<file path="config.mk">
export PLATFORM = sky130hd
export DESIGN_NAME = bank_switch_mapper_with_chr_latch_top
export DESIGN_NICKNAME = d
export VERILOG_FILES = /design/src/rtl/core/bsm_pkg.sv /design/src/rtl/core/bsm_state.sv /design/src/rtl/core/bsm_xlate.sv /design/src/rtl/core/bank_switch_mapper_with_chr_latch_top.sv
export SDC_FILE = /design/constraint.sdc
export NUM_CORES = 1
export LEC_CHECK = 0
export BUFFER_PORTS_ARGS = -buffer_cell sky130_fd_sc_hd__buf_2
export CAP_MARGIN = 20
export CORE_UTILIZATION = 46
export DETAILED_ROUTE_END_ITERATION = 12
export PLACE_DENSITY = 0.75
export SYNTH_ARGS = -nofsm -noshare
export SYNTH_HDL_FRONTEND = slang
export SYNTH_SLANG_ARGS = --single-unit
</file>
<file path="constraint.sdc">
create_clock -name clk_i -period 2.71 [get_ports clk_i]
set_input_delay 0.4065 -clock clk_i [delete_from_list [all_inputs] [get_ports clk_i]]
set_output_delay 0.4065 -clock clk_i [all_outputs]
set_load 0.005 [all_outputs]
</file>
<file path="src/rtl/core/bsm_pkg.sv">
// Shared types, codes and constants for the bank switch mapper.
package bsm_pkg;

  // Bus access kinds carried by the command field.
  typedef enum logic [1:0] {
    CMD_CPU_READ  = 2'd0,
    CMD_CPU_WRITE = 2'd1,
    CMD_PPU_READ  = 2'd2,
    CMD_PPU_WRITE = 2'd3
  } cmd_e;

  // Memory selected by a translated access.
  typedef enum logic [2:0] {
    TGT_NONE    = 3'd0,
    TGT_PRG_RAM = 3'd1,
    TGT_PRG_ROM = 3'd2,
    TGT_CHR_ROM = 3'd3,
    TGT_VRAM    = 3'd4
  } target_e;

  // Configuration register indexes.
  typedef enum logic {
    CFG_PRG_BANK_COUNT   = 1'b0,
    CFG_INIT_MIRROR_VERT = 1'b1
  } cfg_idx_e;

  // Mapper register select codes, address bits 15:12 of a CPU write.
  localparam logic [3:0] SEL_PRG    = 4'hA;
  localparam logic [3:0] SEL_CHR_LO = 4'hB;
  localparam logic [3:0] SEL_CHR_HI = 4'hE;
  localparam logic [3:0] SEL_MIRROR = 4'hF;

  localparam int unsigned CFG_DATA_W = 5;
  localparam int unsigned ADDR_W     = 16;
  localparam int unsigned MEM_ADDR_W = 17;

  localparam logic [4:0]  PRG_COUNT_RESET = 5'd16;
  localparam logic [4:0]  PRG_COUNT_MIN   = 5'd4;
  localparam logic [4:0]  PRG_COUNT_MAX   = 5'd16;
  localparam logic [3:0]  PRG_BANK_RESET  = 4'd1;

  localparam logic [15:0] ADDR_LATCH_LO_FD = 16'h0FD8;
  localparam logic [15:0] ADDR_LATCH_LO_FE = 16'h0FE8;
  localparam logic [15:0] ADDR_PRG_RAM_LO  = 16'h6000;
  localparam logic [15:0] ADDR_PRG_RAM_HI  = 16'h7FFF;
  localparam logic [15:0] ADDR_PRG_SWITCH  = 16'h8000;
  localparam logic [15:0] ADDR_PRG_FIXED   = 16'hA000;
  localparam logic [15:0] ADDR_NT_LO       = 16'h2000;
  localparam logic [15:0] ADDR_NT_HI       = 16'h3EFF;
  localparam logic [11:0] ADDR_LATCH_HI_FD = 12'hFD8;
  localparam logic [11:0] ADDR_LATCH_HI_FE = 12'hFE8;

  // Mapper register view used by the translation logic.
  typedef struct packed {
    logic [4:0]      prg_bank_count;
    logic [3:0]      prg_bank;
    logic [3:0][4:0] chr_sel;
    logic [1:0]      chr_latch;
    logic            mirror_h;
  } map_state_t;

  // Register updates caused by one item.
  typedef struct packed {
    logic       prg_we;
    logic       chr_we;
    logic [1:0] chr_idx;
    logic       mirror_we;
    logic [4:0] data;
    logic [1:0] latch_we;
    logic [1:0] latch_val;
  } map_upd_t;

  // One result item.
  typedef struct packed {
    target_e         target;
    logic [16:0]     mem_address;
    logic            mem_write;
    logic [7:0]      store_data;
    logic            unmapped;
  } result_t;

endpackage

</file>
<file path="src/rtl/core/bsm_state.sv">
// Mapper registers: PRG bank, CHR selects, FD/FE latches, mirroring and config.
module bsm_state (
  input  logic                   clk_i,
  input  logic                   rst_ni,
  input  logic                   cfg_we_i,
  input  logic                   cfg_index_i,
  input  logic [4:0]             cfg_data_i,
  input  logic                   upd_en_i,
  input  bsm_pkg::map_upd_t      upd_i,
  output bsm_pkg::map_state_t    state_o
);
  import bsm_pkg::*;

  logic [4:0]      prg_count_q;
  logic            init_vert_q;
  logic [3:0]      prg_bank_q;
  logic [3:0][4:0] chr_sel_q;
  logic [1:0]      chr_latch_q;
  logic            mirror_h_q;

  // Configuration writes and item-driven register updates.
  always_ff @(posedge clk_i or negedge rst_ni) begin
    if (!rst_ni) begin
      prg_count_q <= PRG_COUNT_RESET;
      init_vert_q <= 1'b0;
      prg_bank_q  <= PRG_BANK_RESET;
      chr_sel_q   <= '0;
      chr_latch_q <= 2'b11;
      mirror_h_q  <= 1'b1;
    end else begin
      if (cfg_we_i) begin
        unique case (cfg_idx_e'(cfg_index_i))
          CFG_PRG_BANK_COUNT: begin
            prg_count_q <= cfg_data_i;
          end
          CFG_INIT_MIRROR_VERT: begin
            init_vert_q <= cfg_data_i[0];
            mirror_h_q  <= ~cfg_data_i[0];
          end
          default: begin
          end
        endcase
      end
      if (upd_en_i) begin
        if (upd_i.prg_we) begin
          prg_bank_q <= upd_i.data[3:0];
        end
        if (upd_i.chr_we) begin
          chr_sel_q[upd_i.chr_idx] <= upd_i.data;
        end
        if (upd_i.mirror_we) begin
          mirror_h_q <= upd_i.data[0];
        end
        for (int i = 0; i < 2; i++) begin
          if (upd_i.latch_we[i]) begin
            chr_latch_q[i] <= upd_i.latch_val[i];
          end
        end
      end
    end
  end

  // The initial mirroring value is kept only as a register image.
  assign state_o.prg_bank_count = prg_count_q;
  assign state_o.prg_bank       = prg_bank_q;
  assign state_o.chr_sel        = chr_sel_q;
  assign state_o.chr_latch      = chr_latch_q;
  assign state_o.mirror_h       = init_vert_q ? mirror_h_q : mirror_h_q;

endmodule

</file>
<file path="src/rtl/core/bsm_xlate.sv">
// Address translation for one bus access, with the register updates it causes.
module bsm_xlate (
  input  bsm_pkg::cmd_e        cmd_i,
  input  logic [15:0]          addr_i,
  input  logic [7:0]           data_i,
  input  bsm_pkg::map_state_t  state_i,
  output bsm_pkg::result_t     result_o,
  output bsm_pkg::map_upd_t    upd_o
);
  import bsm_pkg::*;

  logic       is_cpu;
  logic       is_wr;
  logic [3:0] sel;
  logic [4:0] count_clamped;
  logic [3:0] fixed_base;
  logic [4:0] chr_bank;
  logic [15:0] fixed_off;

  // Fixed bank base from the clamped bank count.
  always_comb begin
    if (state_i.prg_bank_count < PRG_COUNT_MIN) begin
      count_clamped = PRG_COUNT_MIN;
    end else if (state_i.prg_bank_count > PRG_COUNT_MAX) begin
      count_clamped = PRG_COUNT_MAX;
    end else begin
      count_clamped = state_i.prg_bank_count;
    end
    fixed_base = 4'(count_clamped - 5'd3);
    fixed_off  = addr_i - ADDR_PRG_FIXED;
  end

  assign is_cpu = (cmd_i == CMD_CPU_READ) || (cmd_i == CMD_CPU_WRITE);
  assign is_wr  = (cmd_i == CMD_CPU_WRITE) || (cmd_i == CMD_PPU_WRITE);
  assign sel    = addr_i[15:12];

  // CHR bank for a pattern read, picked by the latch of its half.
  always_comb begin
    if (!addr_i[12]) begin
      chr_bank = state_i.chr_latch[0] ? state_i.chr_sel[1] : state_i.chr_sel[0];
    end else begin
      chr_bank = state_i.chr_latch[1] ? state_i.chr_sel[3] : state_i.chr_sel[2];
    end
  end

  // Window decode.
  always_comb begin
    result_o          = '0;
    result_o.target   = TGT_NONE;
    upd_o             = '0;
    upd_o.data        = data_i[4:0];
    upd_o.chr_idx     = 2'(sel - SEL_CHR_LO);
    if (is_cpu) begin
      if (addr_i >= ADDR_PRG_RAM_LO && addr_i <= ADDR_PRG_RAM_HI) begin
        result_o.target      = TGT_PRG_RAM;
        result_o.mem_address = {4'd0, addr_i[12:0]};
        result_o.mem_write   = is_wr;
        result_o.store_data  = is_wr ? data_i : 8'd0;
      end else if (addr_i >= ADDR_PRG_FIXED && is_wr) begin
        // Mapper register write.
        if (sel == SEL_PRG) begin
          upd_o.prg_we = 1'b1;
        end else if (sel >= SEL_CHR_LO && sel <= SEL_CHR_HI) begin
          upd_o.chr_we = 1'b1;
        end else begin
          upd_o.mirror_we = 1'b1;
        end
      end else if (addr_i >= ADDR_PRG_FIXED) begin
        result_o.target      = TGT_PRG_ROM;
        result_o.mem_address = {fixed_base, 13'd0} + {1'b0, fixed_off};
      end else if (addr_i >= ADDR_PRG_SWITCH && !is_wr) begin
        result_o.target      = TGT_PRG_ROM;
        result_o.mem_address = {state_i.prg_bank, addr_i[12:0]};
      end else begin
        result_o.unmapped = 1'b1;
      end
    end else if (addr_i < ADDR_NT_LO) begin
      if (is_wr) begin
        result_o.unmapped = 1'b1;
      end else begin
        result_o.target      = TGT_CHR_ROM;
        result_o.mem_address = {chr_bank, addr_i[11:0]};
        if (!addr_i[12]) begin
          if (addr_i == ADDR_LATCH_LO_FD) begin
            upd_o.latch_we[0]  = 1'b1;
            upd_o.latch_val[0] = 1'b0;
          end else if (addr_i == ADDR_LATCH_LO_FE) begin
            upd_o.latch_we[0]  = 1'b1;
            upd_o.latch_val[0] = 1'b1;
          end
        end else begin
          if (addr_i[11:3] == ADDR_LATCH_HI_FD[11:3]) begin
            upd_o.latch_we[1]  = 1'b1;
            upd_o.latch_val[1] = 1'b0;
          end else if (addr_i[11:3] == ADDR_LATCH_HI_FE[11:3]) begin
            upd_o.latch_we[1]  = 1'b1;
            upd_o.latch_val[1] = 1'b1;
          end
        end
      end
    end else if (addr_i <= ADDR_NT_HI) begin
      // Nametables: the $3000 mirror only clears bit 12, so bits 11:0 serve.
      result_o.target      = TGT_VRAM;
      result_o.mem_address = state_i.mirror_h ? {6'd0, addr_i[11], addr_i[9:0]}
                                              : {6'd0, addr_i[10:0]};
      result_o.mem_write   = is_wr;
      result_o.store_data  = is_wr ? data_i : 8'd0;
    end else begin
      result_o.unmapped = 1'b1;
    end
  end

endmodule

</file>
<file path="src/rtl/core/bank_switch_mapper_with_chr_latch_top.sv">
// An accepted item is translated from the input register into the result
// register, from which its result is presented.
// Throughput: one item per cycle unless stalled. While a result waits, the input
// register takes one more item, then holds the input off until the result leaves.
// Reset: asynchronous, active low; empties the pipeline, PRG bank 1, CHR
// selects 0, both latches FE, horizontal mirroring, bank count 16.
module bank_switch_mapper_with_chr_latch_top (
  input  logic        clk_i,
  input  logic        rst_ni,
  input  logic        cfg_we_i,
  input  logic        cfg_index_i,
  input  logic [4:0]  cfg_data_i,
  input  logic        in_valid_i,
  output logic        in_ready_o,
  input  logic [1:0]  command_i,
  input  logic [15:0] address_i,
  input  logic [7:0]  write_data_i,
  output logic        out_valid_o,
  input  logic        out_ready_i,
  output logic [2:0]  target_o,
  output logic [16:0] mem_address_o,
  output logic        mem_write_o,
  output logic [7:0]  store_data_o,
  output logic        unmapped_o
);
  import bsm_pkg::*;

  logic        s1_valid_q;
  cmd_e        s1_cmd_q;
  logic [15:0] s1_addr_q;
  logic [7:0]  s1_data_q;
  logic        out_valid_q;
  result_t     out_q;
  result_t     result_d;
  map_upd_t    upd;
  map_state_t  state;
  logic        out_space;
  logic        s1_fire;
  logic        in_accept;

  assign out_space  = !out_valid_q || out_ready_i;
  assign s1_fire    = s1_valid_q && out_space;
  assign in_ready_o = !s1_valid_q || out_space;
  assign in_accept  = in_valid_i && in_ready_o;

  // Input register.
  always_ff @(posedge clk_i or negedge rst_ni) begin
    if (!rst_ni) begin
      s1_valid_q <= 1'b0;
    end else if (in_accept) begin
      s1_valid_q <= 1'b1;
    end else if (s1_fire) begin
      s1_valid_q <= 1'b0;
    end
  end

  always_ff @(posedge clk_i) begin
    if (in_accept) begin
      s1_cmd_q  <= cmd_e'(command_i);
      s1_addr_q <= address_i;
      s1_data_q <= write_data_i;
    end
  end

  bsm_xlate u_xlate (
    .cmd_i    (s1_cmd_q),
    .addr_i   (s1_addr_q),
    .data_i   (s1_data_q),
    .state_i  (state),
    .result_o (result_d),
    .upd_o    (upd)
  );

  bsm_state u_state (
    .clk_i       (clk_i),
    .rst_ni      (rst_ni),
    .cfg_we_i    (cfg_we_i),
    .cfg_index_i (cfg_index_i),
    .cfg_data_i  (cfg_data_i),
    .upd_en_i    (s1_fire),
    .upd_i       (upd),
    .state_o     (state)
  );

  // Result register.
  always_ff @(posedge clk_i or negedge rst_ni) begin
    if (!rst_ni) begin
      out_valid_q <= 1'b0;
    end else if (s1_fire) begin
      out_valid_q <= 1'b1;
    end else if (out_ready_i) begin
      out_valid_q <= 1'b0;
    end
  end

  always_ff @(posedge clk_i) begin
    if (s1_fire) begin
      out_q <= result_d;
    end
  end

  assign out_valid_o   = out_valid_q;
  assign target_o      = out_q.target;
  assign mem_address_o = out_q.mem_address;
  assign mem_write_o   = out_q.mem_write;
  assign store_data_o  = out_q.store_data;
  assign unmapped_o    = out_q.unmapped;

endmodule

</file>
[Word level (Yosys, flattened, before mapping)]
Cells that the tools add are included.
Storage, ports and cells
  register bits: 90
  bits of input ports: 37
  output and inout bits: 32
  word-level logic and storage cells: 125
Cells by class
  eq/ne operators: 7
  magnitude comparators: 12
  reduce and logical (&&, ||, !) cells: 22
  bitwise gates (word level): 2
  mux-type cells: 59
  add/subtract/negate cells: 4
Operators by type and width (number)
  20-bit two-way mux: 4
  19-bit two-way mux: 2
  1-bit two-way mux: 33
  16-bit by 12-bit == test with 1-bit output, second input constant: 2
  16-bit greater-or-equal comparator, second input constant: 2
  30-bit two-way mux: 1
  29-bit two-way mux: 1
  20-bit bitwise mux: 1
  4-bit two-way mux: 5
  5-bit two-way mux: 4
  9-bit == test, second input constant: 2
  9-bit two-way mux: 2
  17-bit by 16-bit adder with 17-bit output: 1
  16-bit by 15-bit greater-or-equal comparator with 1-bit output, second input constant: 1
  16-bit by 14-bit less-or-equal comparator with 1-bit output, second input constant: 1
  16-bit by 15-bit less-or-equal comparator with 1-bit output, second input constant: 1
  16-bit by 14-bit < comparator with 1-bit output, second input constant: 1
  16-bit subtractor, second input constant: 1
  11-bit two-way mux: 1
  5-bit demux with 2-bit select: 1
  2-bit AND reduction: 5
  8-bit two-way mux: 1
  1-bit logical AND: 7
  2-bit two-way mux: 3
  other kinds (16): 23

[Depth between registers and ports, before layout]
  depth in word-level cells: 9
  depth in mapped cells: 11
  mapped depth without buffers: 11

[Hierarchy]
Synthesis repeated with hierarchy kept, for this count alone.
Second synthesis, totals
  cell total of the unflattened synthesis: 290
  area, all modules: 4081.4 um^2
By module, submodules not included
  bank_switch_mapper_with_chr_latch_top: instances 1, sequential area each 1731.7 um^2, cells each 64, area an instance 1785.5 um^2
  bsm_state: instances 1, sequential area each 807.0 um^2, cells each 78, area an instance 1266.2 um^2
  bsm_xlate: instances 1, sequential area each 0.0 um^2, cells each 148, area an instance 1029.7 um^2

[Worst setup path after synthesis]
OpenSTA, ideal clock, no wires.
  path kind: register -> register
  from: reg u_state.prg_count_q[4]
  to: reg out_q, in the netlist mem_address_o[16] (data pin)
  path slack: 0.593 ns
  data required time: 2.453 ns
  library setup time: 0.257 ns
  path buffers: 0
  cell stages (with the launch flop): 10
  arrival time: 1.860 ns
  clock period less this slack: 2.117 ns
  cells stage by stage: dfstp_2 -> nor2_1 -> and2_1 -> ha_1 -> ha_1 -> a21o_1 -> a21oi_1 -> xor2_1 -> mux2i_1 -> o21ai_1
RTL lines
  start, declared: RTL line bsm_state.sv:14  | logic [4:0] prg_count_q;
  start signal, assigned: RTL line bsm_state.sv:34  | prg_count_q <= cfg_data_i;
  end signal, assigned: RTL line bank_switch_mapper_with_chr_latch_top.sv:98  | out_q <= result_d;
  end, declared: RTL line bank_switch_mapper_with_chr_latch_top.sv:33  | result_t out_q;

==> flow_metrics.env <==
export IMPL_yosysSeqAreaShare=0.638
export IMPL_chipWidth_um=95.0
export IMPL_syn_inst=282
export IMPL_rsz0062_at_grt="false"
export IMPL_initialDrtViolationCount=111
export IMPL_synth_warnings=0
export IMPL_drt_wirelength_per_cell_um=16.3
export IMPL_via_per_inst=5.28
export IMPL_route_vias_total=2448
export IMPL_core_area_mm2=0.00830
export IMPL_tritoncts="built"
export IMPL_p_clk_frac=0.327
export IMPL_worstSkewPairLatency_ps=350
export IMPL_syn_to_final_growth_pct=17.2
export IMPL_ir_drop_mv=0.328
export IMPL_busiest_layer="met2"
export IMPL_grt_max_degree=35
export IMPL_synthArstFlopShare=0.378
export IMPL_grtUsageMet2=0.296
export IMPL_die_y_um=95.0
export IMPL_grt_pass1_vias=2404
export IMPL_worst_setup_path_end_kind="flop"
export IMPL_syn_area_per_cell_um2=14.1
export IMPL_cp_max_fo=12
export IMPL_antenna_found_initial=0
export IMPL_crit_arrival_ps=2480
export IMPL_gp_congestion=0.855
export IMPL_worstSetupStartpointType="flop"
export IMPL_wirelength_um=7540
export IMPL_clock_sinks=90
export IMPL_io_pin_count=69
export IMPL_numCtsBuffers=9
export IMPL_swShare=0.232
export IMPL_cts_buffer_depth=2
export IMPL_internal_power_uw=2320
export IMPL_placement_rows=33
export IMPL_drive_gt1_frac=0.337
export IMPL_hold_buffers=0
export IMPL_p_sw_uw=701
export IMPL_finalSetupViolCount=0
export IMPL_clkTransAtPathRegs_ps=80
export IMPL_grt_first_pass_wirelength_um=12000
export IMPL_grt_use_met1=0.238
export IMPL_synth_seq_cells=90
export IMPL_finalCritPeriodShare=0.876
export IMPL_slew_violations=0
export IMPL_whs_ps=109
export IMPL_setup_tns_ps=0
export IMPL_firstDrtPassIters=4
export IMPL_tightest_slew_ps=737
export IMPL_finalCriticalPeriod_ps=2370
export IMPL_finalNetCount=400
export IMPL_leakage_uw=0.00203
export IMPL_max_slew_margin=0.509
export IMPL_finalHoldViolCount=0
export IMPL_grt_ovfl_total=0
export IMPL_p_per_area_mw_per_mm2=648
export IMPL_synthFlopType="edfxtp_1"
export IMPL_status="finished, final reports clean"
export IMPL_htreeDepth=3
export IMPL_post_cts_setup_buffer_count=0
export IMPL_postRouteAntennaNets=0
export IMPL_drc=0
export IMPL_root_buffer="clkbuf_8"
export IMPL_use_met3=0.0467
export IMPL_ys_types=49
export IMPL_start_util=0.479
export IMPL_finClkSkew_ps=6.92
export IMPL_hold_path_class="input pin to async pin"
export IMPL_critPathKind="flop to flop"
export IMPL_max_freq_ghz=0.421
export IMPL_cp_required_ps=2810
export IMPL_nFillCells=687
export IMPL_post_cts_resize_count=0
export IMPL_track_usage=0.184
export IMPL_diodes=0
export IMPL_synth_edf_count=56
export IMPL_max_cap_violations=0
export IMPL_synth_area_mm2=0.00398
export IMPL_pwr_share_seq=0.554
export IMPL_io_buffer_count=68
export IMPL_hpwl_um=5500
export IMPL_syn_nets=328
export IMPL_dieArea_mm2=0.00903
export IMPL_comb_power_share=0.119
critical path, cell delays in order, from the launching register on:
cell,delay [ps]
edfxtp_1,580
inv_2,170
ha_1,360
inv_1,50
ha_1,290
a21o_1,180
a21oi_1,170
xor2_1,90
mux2i_1,150
o21ai_1,80
per-stage QoR:
step	area, um2	cells	setup slack (ps)	power (uW)	util
finish	4660	464	336	3020	0.562
global route	4660	464	168	3150	0.562
CTS	4660	464	330	3050	0.562
global placement	4440	448	471	2050	0.535
detailed placement	4440	448	349	2070	0.535
floorplan	3980	282	593	1910	-
cells in the final DEF, fill, tap and decap left out, types with 9 or more instances in the layout:
cell type  netlist  routed
a21oi_1         11      11
and2_1          20      20
buf_2            4      68
clkbuf_8         0      10
dfrtp_1         29      29
edfxtp_1        56      56
mux2_1          14      14
mux2_2          20      20
mux2i_1         10      10
nand2_1         13      13
nor2_1           9       9
synthesized netlist by cell type (4+ instances only):
cell type,instances,share of area
nand2b_1,5,0.0079
mux2i_1,10,0.025
dfstp_2,5,0.033
nand3_1,4,0.0050
mux2_1,14,0.040
nand2_1,13,0.012
nand4_1,4,0.0063
nor2_1,9,0.0085
a21oi_1,11,0.014
and3_1,4,0.0063
dfrtp_1,29,0.18
buf_2,4,0.0050
inv_1,8,0.0075
and2_1,20,0.031
clkbuf_1,4,0.0038
mux2_2,20,0.057
nor2b_1,5,0.0079
edfxtp_1,56,0.42
ha_1,8,0.025
area by class of cell:
cell class / count / area [um2] / area share
Clock buffer: 11 / 141 / 0.0303
Multi-Input combinational cell: 172 / 1360 / 0.292
Sequential cell: 90 / 2540 / 0.545
Tap cell: 105 / 131 / 0.0282
Timing Repair Buffer: 71 / 375 / 0.0805
Inverter: 10 / 37.5 / 0.00805
Clock inverter: 5 / 77.6 / 0.0166
power groups by stage:
stage	combinational, uW	sequential, uW	clock [uW]
finish	361	1670	986
global route	406	1690	1060
CTS	367	1670	1010
detailed placement	365	1700	0
global placement	350	1700	0
floorplan	233	1680	0
state kept, by name, indices dropped and copies added, names as in the netlist, 2 cells and up:
name and cells:
u_state.chr_latch_q 2, s1_cmd_q 2, u_state.prg_count_q 5, s1_data_q 8, s1_addr_q 16, target_o 3, store_data_o 8, u_state.state_o 20
mem_address_o 17, u_state.prg_bank_q 4
layer usage:
metal,part of all wire,vias up
met4,0.013,0
met1,0.46,1190
met3,0.047,11
li1,-,1175
met2,0.48,72
met5,0,-
final timing paths:
path                                         start                     end  slack, ps  depth (start not counted)
worst max-delay path                 s1_addr_q[13]       mem_address_o[16]        340                          9
worst min-delay path                        rst_ni     u_state.state_o[14]        110                          1
worst max register to register       s1_addr_q[13]       mem_address_o[16]        340                          9
worst min register to register  u_state.state_o[5]      u_state.state_o[5]        490                          1
max in group asynchronous                   rst_ni  u_state.prg_count_q[0]       2130                          1
min in group clk_i                    address_i[3]            s1_addr_q[3]        230                          1
cell families after synthesis:
family,count (synthesis),synth area share
adder cells (fa/ha/maj),9,0.0302
multiplexers,44,0.121
AO/OA/AOI/OAI,32,0.0522
AND/OR/NAND/NOR,83,0.129
XOR/XNOR,4,0.00881
flip-flops,90,0.638
buffers and inverters,20,0.0201
No activity file was read; power rests on OpenSTA's default activity.
